File: config.mk
export PLATFORM = sky130hd
export DESIGN_NAME = levenshtein_automaton_step_core
export DESIGN_NICKNAME = d
export VERILOG_FILES = /design/src/design/lev_pkg.sv /design/src/design/levenshtein_automaton_step_core.sv
export SDC_FILE = /design/constraint.sdc
export NUM_CORES = 2
export LEC_CHECK = 0
export ABC_CLOCK_PERIOD_IN_PS = 6500
export BUFFER_PORTS_ARGS = -buffer_cell sky130_fd_sc_hd__buf_2
export CAP_MARGIN = 20
export CORE_MARGIN = 3
export CORE_UTILIZATION = 30
export CTS_BUF_LIST = sky130_fd_sc_hd__clkbuf_4
export DETAILED_ROUTE_END_ITERATION = 6
export REMOVE_ABC_BUFFERS = 1
export SYNTH_ARGS = -nofsm -noshare
export SYNTH_HDL_FRONTEND = slang
export SYNTH_SLANG_ARGS = --single-unit
export TNS_END_PERCENT = 10
File: constraint.sdc
create_clock -name clock -period 6.5 [get_ports clock]
set_input_delay 0.325 -clock clock [delete_from_list [all_inputs] [get_ports clock]]
set_output_delay 0.325 -clock clock [all_outputs]
set_load 0.005 [all_outputs]
File: src/design/lev_pkg.sv
`timescale 1ns / 1ps
// ---------------------------------------------------------------------------
// Levenshtein automaton step: shared types and constants
// Sizes of the position set, the image and the stream layouts.
// ---------------------------------------------------------------------------
package lev_pkg;

   localparam int MaxWord   = 64;
   localparam int MaxEdits  = 3;
   localparam int Span      = 2 * MaxEdits + 1;
   localparam int ImgSpan   = 3 * MaxEdits + 3;
   localparam int EditSpan  = MaxEdits + 1;
   localparam int SetBits   = Span * EditSpan;
   localparam int ImgBits   = ImgSpan * EditSpan;
   localparam int AddrW     = $clog2(MaxWord);
   localparam int CpW       = 21;
   localparam int BaseW     = 7;
   localparam int OffW      = $clog2(ImgSpan + 1);
   localparam int EditW     = $clog2(EditSpan + 1);
   localparam int PosW      = $clog2(Span);

   localparam logic [1:0] CMD_LOAD    = 2'd0;
   localparam logic [1:0] CMD_RESTART = 2'd1;
   localparam logic [1:0] CMD_FEED    = 2'd2;

   localparam logic CSR_MAX_EDITS   = 1'b0;
   localparam logic CSR_WORD_LENGTH = 1'b1;

endpackage

File: src/design/levenshtein_automaton_step_core.sv
`timescale 1ns / 1ps
// ---------------------------------------------------------------------------
// Levenshtein automaton step core
// Holds a pattern and a position set; each letter beat steps the automaton.
// ---------------------------------------------------------------------------
// Sequence: load, restart, a letter to a dead automaton or any other command go through
// the status scan of every position and the output state; a live letter first reads,
// per offset, each window slot (S_READ then S_STEP) and walks every edit through the
// transition unit, then prunes each image entry, shifts, and goes on to status and output.
// Throughput: one beat at a time; a held status beat stalls the next one in its output
// cycle. Reset: synchronous; only (0,0), base 0.
module levenshtein_automaton_step_core
   import lev_pkg::*;
(
   input  logic        clock,
   input  logic        reset,
   input  logic        req_tvalid,
   output logic        req_tready,
   // command[1:0], char_index[7:2], codepoint[28:8], zero pad [31:29]
   input  logic [31:0] req_tdata,
   output logic        rsp_tvalid,
   input  logic        rsp_tready,
   // alive[0], accepting[1], base_position[8:2], zero pad [15:9]
   output logic [15:0] rsp_tdata,
   input  logic        csr_wen,
   input  logic        csr_index,
   input  logic [6:0]  csr_wdata
);

   typedef enum logic [2:0] {
      S_IDLE, S_READ, S_STEP, S_PRUNE, S_SHIFT, S_STAT, S_OUT
   } state_type;

   state_type            state_ff;
   logic [1:0]           nmax_ff;
   logic [BaseW-1:0]     wlen_ff;
   logic [SetBits-1:0]   set_ff;
   logic [ImgBits-1:0]   img_ff, keep_ff;
   logic [BaseW-1:0]     base_ff;
   logic                 dead_ff;
   logic [CpW-1:0]       letter_ff;
   logic [PosW-1:0]      po_ff;      // current position offset
   logic [EditW-1:0]     pe_ff;      // current position edit
   logic [OffW-1:0]      ko_ff;
   logic [EditW-1:0]     ke_ff;
   logic [EditW-1:0]     wk_ff;      // window slot being read
   logic [Span-1:0]      chi_ff;     // characteristic bits of the window
   logic                 acc_ff;
   logic                 rsp_valid_ff;
   logic [15:0]          rsp_data_ff;
   logic [CpW-1:0]       ram [MaxWord];
   logic [CpW-1:0]       rd_ff;
   logic [AddrW-1:0]     rd_addr;
   logic [BaseW:0]       win_p;

   logic [1:0]  cmd;
   logic [AddrW-1:0] cidx;
   logic [CpW-1:0] cp;
   assign cmd  = req_tdata[1:0];
   assign cidx = req_tdata[7:2];
   assign cp   = req_tdata[28:8];

   logic [EditW-1:0] n_eff;
   logic [BaseW-1:0] w_eff;
   assign n_eff = (nmax_ff > 2'(MaxEdits)) ? EditW'(MaxEdits) : EditW'(nmax_ff);
   assign w_eff = (wlen_ff > BaseW'(MaxWord)) ? BaseW'(MaxWord) : wlen_ff;

   assign req_tready = (state_ff == S_IDLE) && !reset;
   assign rsp_tvalid = rsp_valid_ff;
   assign rsp_tdata  = rsp_data_ff;

   // Window slot wk_ff of position (po_ff) sits at base+po+wk.
   assign win_p   = {1'b0, base_ff} + (BaseW+1)'(po_ff) + (BaseW+1)'(wk_ff);
   assign rd_addr = win_p[AddrW-1:0];

   always_ff @(posedge clock) begin
      if (req_tvalid && req_tready && cmd == CMD_LOAD)
         ram[cidx] <= cp;
      rd_ff <= ram[rd_addr];
   end

   // Shared transition unit: one position, its window bits, into the image.
   function automatic logic [ImgBits-1:0] step_pos(
      input logic [ImgBits-1:0] img, input logic [PosW-1:0] o,
      input logic [EditW-1:0] e, input logic [Span-1:0] chi,
      input logic [BaseW-1:0] base, input logic [BaseW-1:0] w,
      input logic [EditW-1:0] n);
      logic [ImgBits-1:0] r;
      logic [BaseW:0] p, rem;
      logic [EditW:0] rl;
      logic found;
      r = img;
      p = {1'b0, base} + (BaseW+1)'(o);
      found = 1'b0;
      if (e >= n) begin
         if (chi[0]) r[(int'(o) + 1) * EditSpan + int'(e)] = 1'b1;
      end else begin
         rl = '0;
         if (p < (BaseW+1)'(w)) begin
            rem = (BaseW+1)'(w) - p;
            rl  = (EditW+1)'(n - e) + 1'b1;
            if (rem < (BaseW+1)'(rl)) rl = (EditW+1)'(rem);
         end
         if (rl == '0)
            r[int'(o) * EditSpan + int'(e) + 1] = 1'b1;
         else if (chi[0])
            r[(int'(o) + 1) * EditSpan + int'(e)] = 1'b1;
         else begin
            r[int'(o) * EditSpan + int'(e) + 1] = 1'b1;
            r[(int'(o) + 1) * EditSpan + int'(e) + 1] = 1'b1;
            for (int k = 1; k < Span; k++) begin
               if (!found && k < int'(rl) && chi[k]) begin
                  found = 1'b1;
                  if (int'(e) + k < EditSpan)
                     r[(int'(o) + k + 1) * EditSpan + int'(e) + k] = 1'b1;
               end
            end
         end
      end
      return r;
   endfunction

   // Subsumption test of one image entry against the whole image.
   function automatic logic subsumed(input logic [ImgBits-1:0] img,
      input logic [OffW-1:0] o, input logic [EditW-1:0] e);
      logic s;
      int d;
      s = 1'b0;
      for (int o2 = 0; o2 < ImgSpan; o2++)
         for (int e2 = 0; e2 < EditSpan; e2++) begin
            d = (o2 > int'(o)) ? o2 - int'(o) : int'(o) - o2;
            if (e2 < int'(e) && img[o2 * EditSpan + e2] && d <= int'(e) - e2)
               s = 1'b1;
         end
      return s;
   endfunction

   logic [OffW-1:0] lo;
   logic [SetBits-1:0] shifted;
   logic [BaseW+1:0] nb;
   always_comb begin
      lo = OffW'(ImgSpan);
      for (int o = ImgSpan - 1; o >= 0; o--)
         if (|keep_ff[o * EditSpan +: EditSpan]) lo = OffW'(o);
      shifted = '0;
      for (int o = 0; o < Span; o++)
         if (o + int'(lo) < ImgSpan)
            shifted[o * EditSpan +: EditSpan] =
               keep_ff[(o + int'(lo)) * EditSpan +: EditSpan];
      nb = (BaseW+2)'(base_ff) + (BaseW+2)'(lo);
   end

   logic acc_hit;
   assign acc_hit = set_ff[int'(po_ff) * EditSpan + int'(pe_ff)] &&
      ((BaseW+2)'(w_eff) + (BaseW+2)'(pe_ff) <=
       (BaseW+2)'(n_eff) + (BaseW+2)'(base_ff) + (BaseW+2)'(po_ff));

   logic chi_bit;
   assign chi_bit = (win_p < (BaseW+1)'(w_eff)) && (rd_ff == letter_ff);

   always_ff @(posedge clock) begin
      if (reset) begin
         state_ff <= S_IDLE;
         nmax_ff  <= 2'd1;
         wlen_ff  <= '0;
         set_ff   <= SetBits'(1);
         base_ff  <= '0;
         dead_ff  <= 1'b0;
         rsp_valid_ff <= 1'b0;
      end else begin
         if (csr_wen) begin
            if (csr_index == CSR_MAX_EDITS) nmax_ff <= csr_wdata[1:0];
            else                            wlen_ff <= csr_wdata;
         end
         // Drop a taken status beat unless the output cycle refills it.
         if (rsp_valid_ff && rsp_tready && state_ff != S_OUT) rsp_valid_ff <= 1'b0;
         unique case (state_ff)
            S_IDLE: if (req_tvalid) begin
               letter_ff <= cp;
               po_ff <= '0; pe_ff <= '0; wk_ff <= '0;
               img_ff <= '0; chi_ff <= '0; acc_ff <= 1'b0;
               if (cmd == CMD_RESTART) begin
                  set_ff <= SetBits'(1); base_ff <= '0; dead_ff <= 1'b0;
                  state_ff <= S_STAT;
               end else if (cmd == CMD_FEED && !dead_ff)
                  state_ff <= S_READ;
               else
                  state_ff <= S_STAT;
            end
            // Fill the window bits of the current offset, one RAM read per window slot.
            S_READ: state_ff <= S_STEP;
            S_STEP: begin
               chi_ff[wk_ff] <= chi_bit;
               if (int'(wk_ff) == Span - 1) begin
                  wk_ff <= '0;
                  state_ff <= S_PRUNE;
                  ko_ff <= '0; ke_ff <= '0; pe_ff <= '0;
               end else begin
                  wk_ff <= wk_ff + 1'b1;
                  state_ff <= S_READ;
               end
            end
            // Walk edits of this offset through the transition unit.
            S_PRUNE: begin
               if (set_ff[int'(po_ff) * EditSpan + int'(pe_ff)])
                  img_ff <= step_pos(img_ff, po_ff, pe_ff, chi_ff,
                                     base_ff, w_eff, n_eff);
               if (int'(pe_ff) == EditSpan - 1) begin
                  pe_ff <= '0;
                  if (int'(po_ff) == Span - 1) begin
                     po_ff <= '0;
                     keep_ff <= '0;
                     state_ff <= S_SHIFT;
                  end else begin
                     po_ff <= po_ff + 1'b1;
                     state_ff <= S_READ;
                  end
               end else pe_ff <= pe_ff + 1'b1;
            end
            // Prune one image entry a cycle, then shift by minimum offset.
            S_SHIFT: begin
               if (int'(ko_ff) < ImgSpan) begin
                  keep_ff[int'(ko_ff) * EditSpan + int'(ke_ff)] <=
                     img_ff[int'(ko_ff) * EditSpan + int'(ke_ff)] &&
                     !subsumed(img_ff, ko_ff, ke_ff);
                  if (int'(ke_ff) == EditSpan - 1) begin
                     ke_ff <= '0; ko_ff <= ko_ff + 1'b1;
                  end else ke_ff <= ke_ff + 1'b1;
               end else begin
                  if (int'(lo) == ImgSpan) begin
                     dead_ff <= 1'b1; set_ff <= '0;
                  end else begin
                     set_ff <= shifted;
                     base_ff <= (nb > 127) ? 7'd127 : nb[BaseW-1:0];
                  end
                  po_ff <= '0; pe_ff <= '0;
                  state_ff <= S_STAT;
               end
            end
            // Scan positions for the accept condition.
            S_STAT: begin
               if (acc_hit) acc_ff <= 1'b1;
               if (int'(pe_ff) == EditSpan - 1) begin
                  pe_ff <= '0;
                  if (int'(po_ff) == Span - 1) state_ff <= S_OUT;
                  else po_ff <= po_ff + 1'b1;
               end else pe_ff <= pe_ff + 1'b1;
            end
            S_OUT: if (!rsp_valid_ff || rsp_tready) begin
               rsp_valid_ff <= 1'b1;
               rsp_data_ff  <= {7'd0, base_ff, acc_ff && !dead_ff, !dead_ff};
               state_ff <= S_IDLE;
            end
            default: state_ff <= S_IDLE;
         endcase
      end
   end

`ifndef SYNTHESIS
   a_dead_empty: assert property (@(posedge clock) disable iff (reset)
      dead_ff |-> (set_ff == '0 || state_ff != S_IDLE)) else $error("dead set");
   a_rsp_hold: assert property (@(posedge clock) disable iff (reset)
      (rsp_valid_ff && !rsp_tready) |=> $stable(rsp_data_ff)) else $error("rsp");
   a_busy: assert property (@(posedge clock) disable iff (reset)
      (req_tvalid && req_tready) |=> !req_tready) else $error("busy");
   a_live_set: assert property (@(posedge clock) disable iff (reset)
      (state_ff == S_IDLE && !dead_ff) |-> set_ff != '0) else $error("empty");
`endif

endmodule

=== Word-level counts from Yosys, hierarchy flattened ===
Memories as Yosys holds them, arrays and structs flattened. A register that Yosys moved wholly into a read port is not among the register bits.
Cells that the tools add are included.

* Flip-flop bits (word level): 199
* RAM bits: 1,344
* Input bits: 45
* Output and inout port bits: 18
* Word-level logic and storage cells: 704
* Memories: 1

* Add/sub/neg operators: 80
* Magnitude comparators: 114
* Equality and inequality tests: 32
* Shift operators: 7
* Muxes and demuxes: 263
* Bitwise logic cells: 11
* Reductions and logical operators: 178

{| class="wikitable"
|+ Memories
! name !! depth !! width !! read ports !! clocked after Yosys merged registers in !! wr ports !! RTL line !! RTL
|-
| ram || 64 || 21 || 1 || 1 || 1 || levenshtein_automaton_step_core.sv:51 || <nowiki>logic [CpW-1:0] ram [MaxWord];</nowiki>
|}

{| class="wikitable"
|+ Operators with widths
! kind !! number
|-
| $mux 48 || 51
|-
| $le 32x4->1 || 44
|-
| $or 48x48->48 || 9
|-
| $mux 32 || 11
|-
| $shiftx 48x8->4 || 6
|-
| $lt 32x5->1 const B || 6
|-
| $pmux 48 s2 || 2
|-
| $logic_and 1x1->1 || 128
|-
| $mux 1 || 112
|-
| $mux 28 || 4
|-
| $mux 4 || 27
|-
| $add 7x3->8 || 8
|-
| $ge 32x1->1 const B || 2
|-
| $lt 32x8->1 const B || 2
|-
| $mux 3 || 21
|-
| $demux 1 s6 || 10
|-
| $pmux 28 s2 || 1
|-
| $ge 9x1->1 const B || 6
|-
| $lt 9x7->1 const B || 6
|-
| $mux 7 || 7
|-
| $bwmux 48 || 1
|-
| $reduce_or 4->1 || 12
|-
| $shiftx 48x7->4 || 1
|-
| $add 32x2->32 const B || 1
|-
| other kinds (93) || 207
|}

=== Depth between registers and ports, before layout ===
* Depth in word-level cells: 69
* Gate-level depth with buffers: 21
* Depth with buffers taken out: 17

=== Worst setup path before layout ===
No wires, ideal clock.

* Path type: register to register
* From: register po_ff[0]
* To: register img_ff[0], enable pin
* Library setup time: 0.532 ns
* Data arrival time: 5.985 ns
* Required time: 5.968 ns
* Setup slack: -0.017 ns
* Cell stages (with the launch flop): 12
* Buffers on the path: 3
* Clock period less this slack: 6.517 ns
* Path through: edfxtp_1 > buf_2 > inv_1 > ha_1 > clkbuf_1 > clkbuf_1 > mux4_2 > nand2_1 > a31oi_1 > a21o_1 > nand2_1 > a221oi_1

* Longest elaborated chain between the ends: 6

{| class="wikitable"
|+ Ends and longest elaborated chain
! item !! RTL line !! RTL
|-
| start, declared || levenshtein_automaton_step_core.sv:42 || <nowiki>logic [PosW-1:0] po_ff;</nowiki>
|-
| start signal, assigned || levenshtein_automaton_step_core.sv:215 || <nowiki>po_ff <= po_ff + 1'b1;</nowiki>
|-
| start signal, assigned || levenshtein_automaton_step_core.sv:246 || <nowiki>else po_ff <= po_ff + 1'b1;</nowiki>
|-
| $add 5x3->6 || levenshtein_automaton_step_core.sv:205 || <nowiki>if (set_ff[int'(po_ff) * EditSpan + int'(pe_ff)])</nowiki>
|-
| $bmux 1 s5 || levenshtein_automaton_step_core.sv:205 ||
|-
| $mux 1 (not written as such) (2 in series) || levenshtein_automaton_step_core.sv:205 ||
|-
| $ne 2x2->1 (no line) || - ||
|-
| $reduce_and 5->1 (no line) || - ||
|-
| end signal, assigned || levenshtein_automaton_step_core.sv:206 || <nowiki>img_ff <= step_pos(img_ff, po_ff, pe_ff, chi_ff,</nowiki>
|-
| end, declared || levenshtein_automaton_step_core.sv:38 || <nowiki>logic [ImgBits-1:0] img_ff, keep_ff;</nowiki>
|}

Every way passes these cells. The select of a mux whose other input is x is not followed.
A chain may end at the register's enable or synchronous reset.

=== Worst setup path after layout ===
* From: register po_ff[0]
* To: register img_ff[7], data pin

* Longest elaborated chain between the ends: 67
* Elaborated cells between the ends (all ways): 198
* Those cells by class: add/sub (30); order compare (26); mux (107); bitwise (9); reduce/logical (26)

{| class="wikitable"
|+ Ends and longest elaborated chain
! item !! RTL line !! RTL
|-
| parallel branches: the longest is 64 deep, another holds $add 32x4->32 || - ||
|-
| $mux 48 * || levenshtein_automaton_step_core.sv:95 || <nowiki>if (e >= n) begin</nowiki>
|-
| $mux 48 * || levenshtein_automaton_step_core.sv:205 ||
|-
| $pmux 48 s2 * || levenshtein_automaton_step_core.sv:177 || <nowiki>unique case (state_ff)</nowiki>
|}

Every way passes the cells marked *. The select of a mux whose other input is x is not followed.

==> summary.md <==
| Metric | Value |
|---|---|
| Hold path start | `req_tdata[13]` |
| Worst path required time | `7.44 ns` |
| CTS tree | `built` |
| Post-CTS setup repair buffer count | `0` |
| Area of the multi-input gates | `0.0268 mm^2` |
| Core area | `0.244 mm^2` |
| DR WL/cell | `25.1 um` |
| RSZ-0062 raised after global routing | `false` |
| Worst Max-Slew Pin Slew | `1.23 ns` |
| Pre-CTS WS | `1.15 ns` |
| Initial antenna violation count | `17` |
| Share of power burned in registers | `36.2%` |
| MaxCap Viol Count | `0` |
| Sequential fraction of the synthesis area | `62.4%` |
| First-pass GRT wire length | `318000 um` |
| Iter 0 DRT Violations | `5189` |
| Vias per cell | `5.44` |
| Lkg Pwr | `0.0279 uW` |
| Post-Syn Area | `0.0741 mm^2` |
| Final instance area | `0.0845 mm^2` |
| Area grow syn2layout | `14.1%` |
| Num ports | `63` |
| Worst VDD drop | `0.543 mV` |
| DRC Markers | `0` |
| YS warnings | `0` |
| Hold Path Class | `in -> reg` |
| Final period util | `82.6%` |
| CTS clk-pin slew, worst paths | `0.07 ns` |
| Fill cells | `23282` |
| Status | `finished clean` |
| Critical path class | `reg -> reg` |
| R2r startpoint | `po_ff[0]` |
| Routability cong. | `0.941` |
| Largest area contributor in the netlist | `edfxtp_1` |
| Slowest cell delay on critical path | `0.66 ns` |
| Post-synth top cells | `1493 x edfxtp_1, 428 x mux4_2, 325 x nand2_1` |
| Routed via count | `47366` |
| Placed cell area | `0.0790 mm^2` |
| CP Launch Point | `po_ff[0]` |
| Skew-Pair Late Insertion Delay | `1.28 ns` |
| Synth top area share | `60.5%` |
| Combinational share of power | `39.4%` |
| CP startpoint kind | `flip-flop` |
| EDFF count, synth | `1493` |
| GRT Overall Usage | `16.9%` |
| Register area | `0.0462 mm^2` |
| Post-DP HPWL | `132000 um` |
| Max-slew violations | `0` |
| Clock network fraction of total power | `24.5%` |
| P_sw | `11700 uW` |
| Crit path top cell by count | `ha_1` |
| Slowest-stage cell, CP | `o31ai_1` |
| Final worst slack | `1.13 ns` |
| Buffers on Ports | `52` |
| Switching part of the total power | `35.9%` |
| Finish-stage setup viols | `0` |
| Register bit total from synthesis | `1563` |
| Final count of hold timing violations | `0` |
| Max clock buf depth | `4` |
| Nets | `5560` |
| Top-count cell post-synth | `edfxtp_1` |
| Die Wd | `503 um` |
| Synthesized area per cell | `15.5 um^2` |
| Clk sink count | `1563` |
| Max Freq | `0.186 GHz` |
| Overflow after GRT | `0` |
| Initial core utilization | `30.3%` |
| Die Footprint | `0.253 mm^2` |
| Post-synth ARST share | `0%` |
| Num rows | `181` |
| Pwr/cell area | `385 mW/mm^2` |
| Layout cells sized above 1 | `25.2%` |
| CTS root buffer | `clkbuf_4` |
| Critical path peak fanout | `28` |
| CP cell instances | `buf_4, ha_1, fa_1, xor2_1, inv_1, ha_1, xor2_1, inv_1, ha_1, a21oi_1, o21ai_0, a21oi_1, nand4_1, o31ai_1, a41oi_4, buf_12, a211oi_1, a211oi_1, o21a_1` |
| Drt first pass iters | `6` |
| Synth cell types | `100` |
| H-tree depth | `5` |
| Drt total wl | `218000 um` |
| ANT nets after route | `0` |
| Vias in the first global route | `47290` |
| WP data arrival | `6.31 ns` |
| Post-layout min period | `5.37 ns` |
| Area contributors post-synth | `edfxtp_1 61%, mux4_2 13%, ha_1 4.6%, dfxtp_1 1.9%, nand2_1 1.6%` |
| Die Y | `503 um` |
| Synthesized instance count | `4790` |
| Fin Setup TNS | `0 ns` |
| TritonCTS buffer count | `393` |
| Layout Skew | `0.173 ns` |
| Largest net degree at the start of global routing | `111` |
| Cell-internal power | `20800 uW` |
| Main synth FF type | `edfxtp_1` |
| Slew HR | `17.6%` |
| Kind of end point of the critical path | `flip-flop` |
[registers in the layout, indices dropped and copies added, names as in the netlist]
register,cells
ram,1344
rsp_tdata,9
wk_ff,3
ko_ff,4
rsp_tvalid,1
rd_ff,21
pe_ff,3
chi_ff,6
letter_ff,21
set_ff,28
keep_ff,48
nmax_ff,2
po_ff,3
ke_ff,3
base_ff,7
state_ff,3
dead_ff,1
acc_ff,1
wlen_ff,7
img_ff,48
[through the flow]
step,power [uW],std cells,util (%),hold slack (ns)
floorplan,20200,4554,-,0.394
global route,34100,8697,34.6,-0.0347
CTS,32800,8679,34.5,0.0146
global placement,24600,7968,32.3,0.436
finish,32500,8700,34.6,0.114
detailed placement,24700,7968,32.3,0.449
[cells in the final DEF (no fill, tap or decap), types with 52 or more instances in the layout]
master,synthesis,layout
ha_1,271,270
a211oi_1,81,81
buf_2,28,52
inv_1,92,92
nand3_1,130,130
nor3_1,69,66
clkbuf_4,0,562
dlygate4sd3_1,0,68
nor2_1,283,217
o21ai_0,191,191
nor2_2,0,64
mux4_2,428,428
nand2_1,325,325
a21oi_1,214,214
dfxtp_1,70,70
buf_4,10,148
clkinv_1,2,64
edfxtp_1,1493,1493
mux2i_1,85,85
[logic make-up after synthesis]
group / synth area share, %
buf+inv: 1.83
compound gates: 8.56
other cells: 0.00506
fa+ha+maj: 4.82
mux: 14.7
simple gates: 6.63
xor+xnor: 1.05
flops: 62.4
[worst paths after layout]
kind,end,cells past startpoint,slack [ns]
max,img_ff[7],19,1.13
min,ram[5][5],2,0.11
max reg2reg,img_ff[7],19,1.13
min reg2reg,set_ff[6],2,0.46
[metal layers]
metal  wire length, um  share of wire, %  vias to the layer above  GRT usage [%]
met1             92200                42                    24275           22.9
met4              6460               3.0                        4           5.67
met2            103000                47                     2088           27.2
met5                23             0.011                        -              0
li1                  -                 -                    20556              -
met3             16100               7.4                      443           3.16
[worst max-delay path: cells and delay by family (launching register included)]
kind,cells,cell delay (ns)
simple gates,1,0.23
flops,1,0.36
fa+ha+maj,4,1.32
xor+xnor,2,0.48
buf+inv,4,0.71
compound gates,8,2.02
[final cells by class]
cell class,instances,area share [%]
Clock inverter,83,0.493
Antenna cell,14,0.0415
Tap cell,3202,4.74
Inverter,97,0.434
Timing Repair Buffer,286,2.82
Multi-Input combinational cell,2894,31.7
Clock buffer,561,4.99
Sequential cell,1563,54.7
[power groups by stage]
stage                     sequential (uW)  clock [uW]  combinational, uW
after floorplan                     11800           0               8370
after global placement              12000           0              12600
after detailed placement            12000           0              12700
after CTS                           11700        8210              12800
after global routing                11800        8710              13600
final                               11800        7960              12800
[timing repair]
| item | CTS | global route |
|---|---|---|
| endpoints found under the hold margin | 1777 | 15 |
| resized for setup | 0 | 0 |
| hold buffers | 67 | 1 |
No activity file was read; power rests on OpenSTA's default activity.
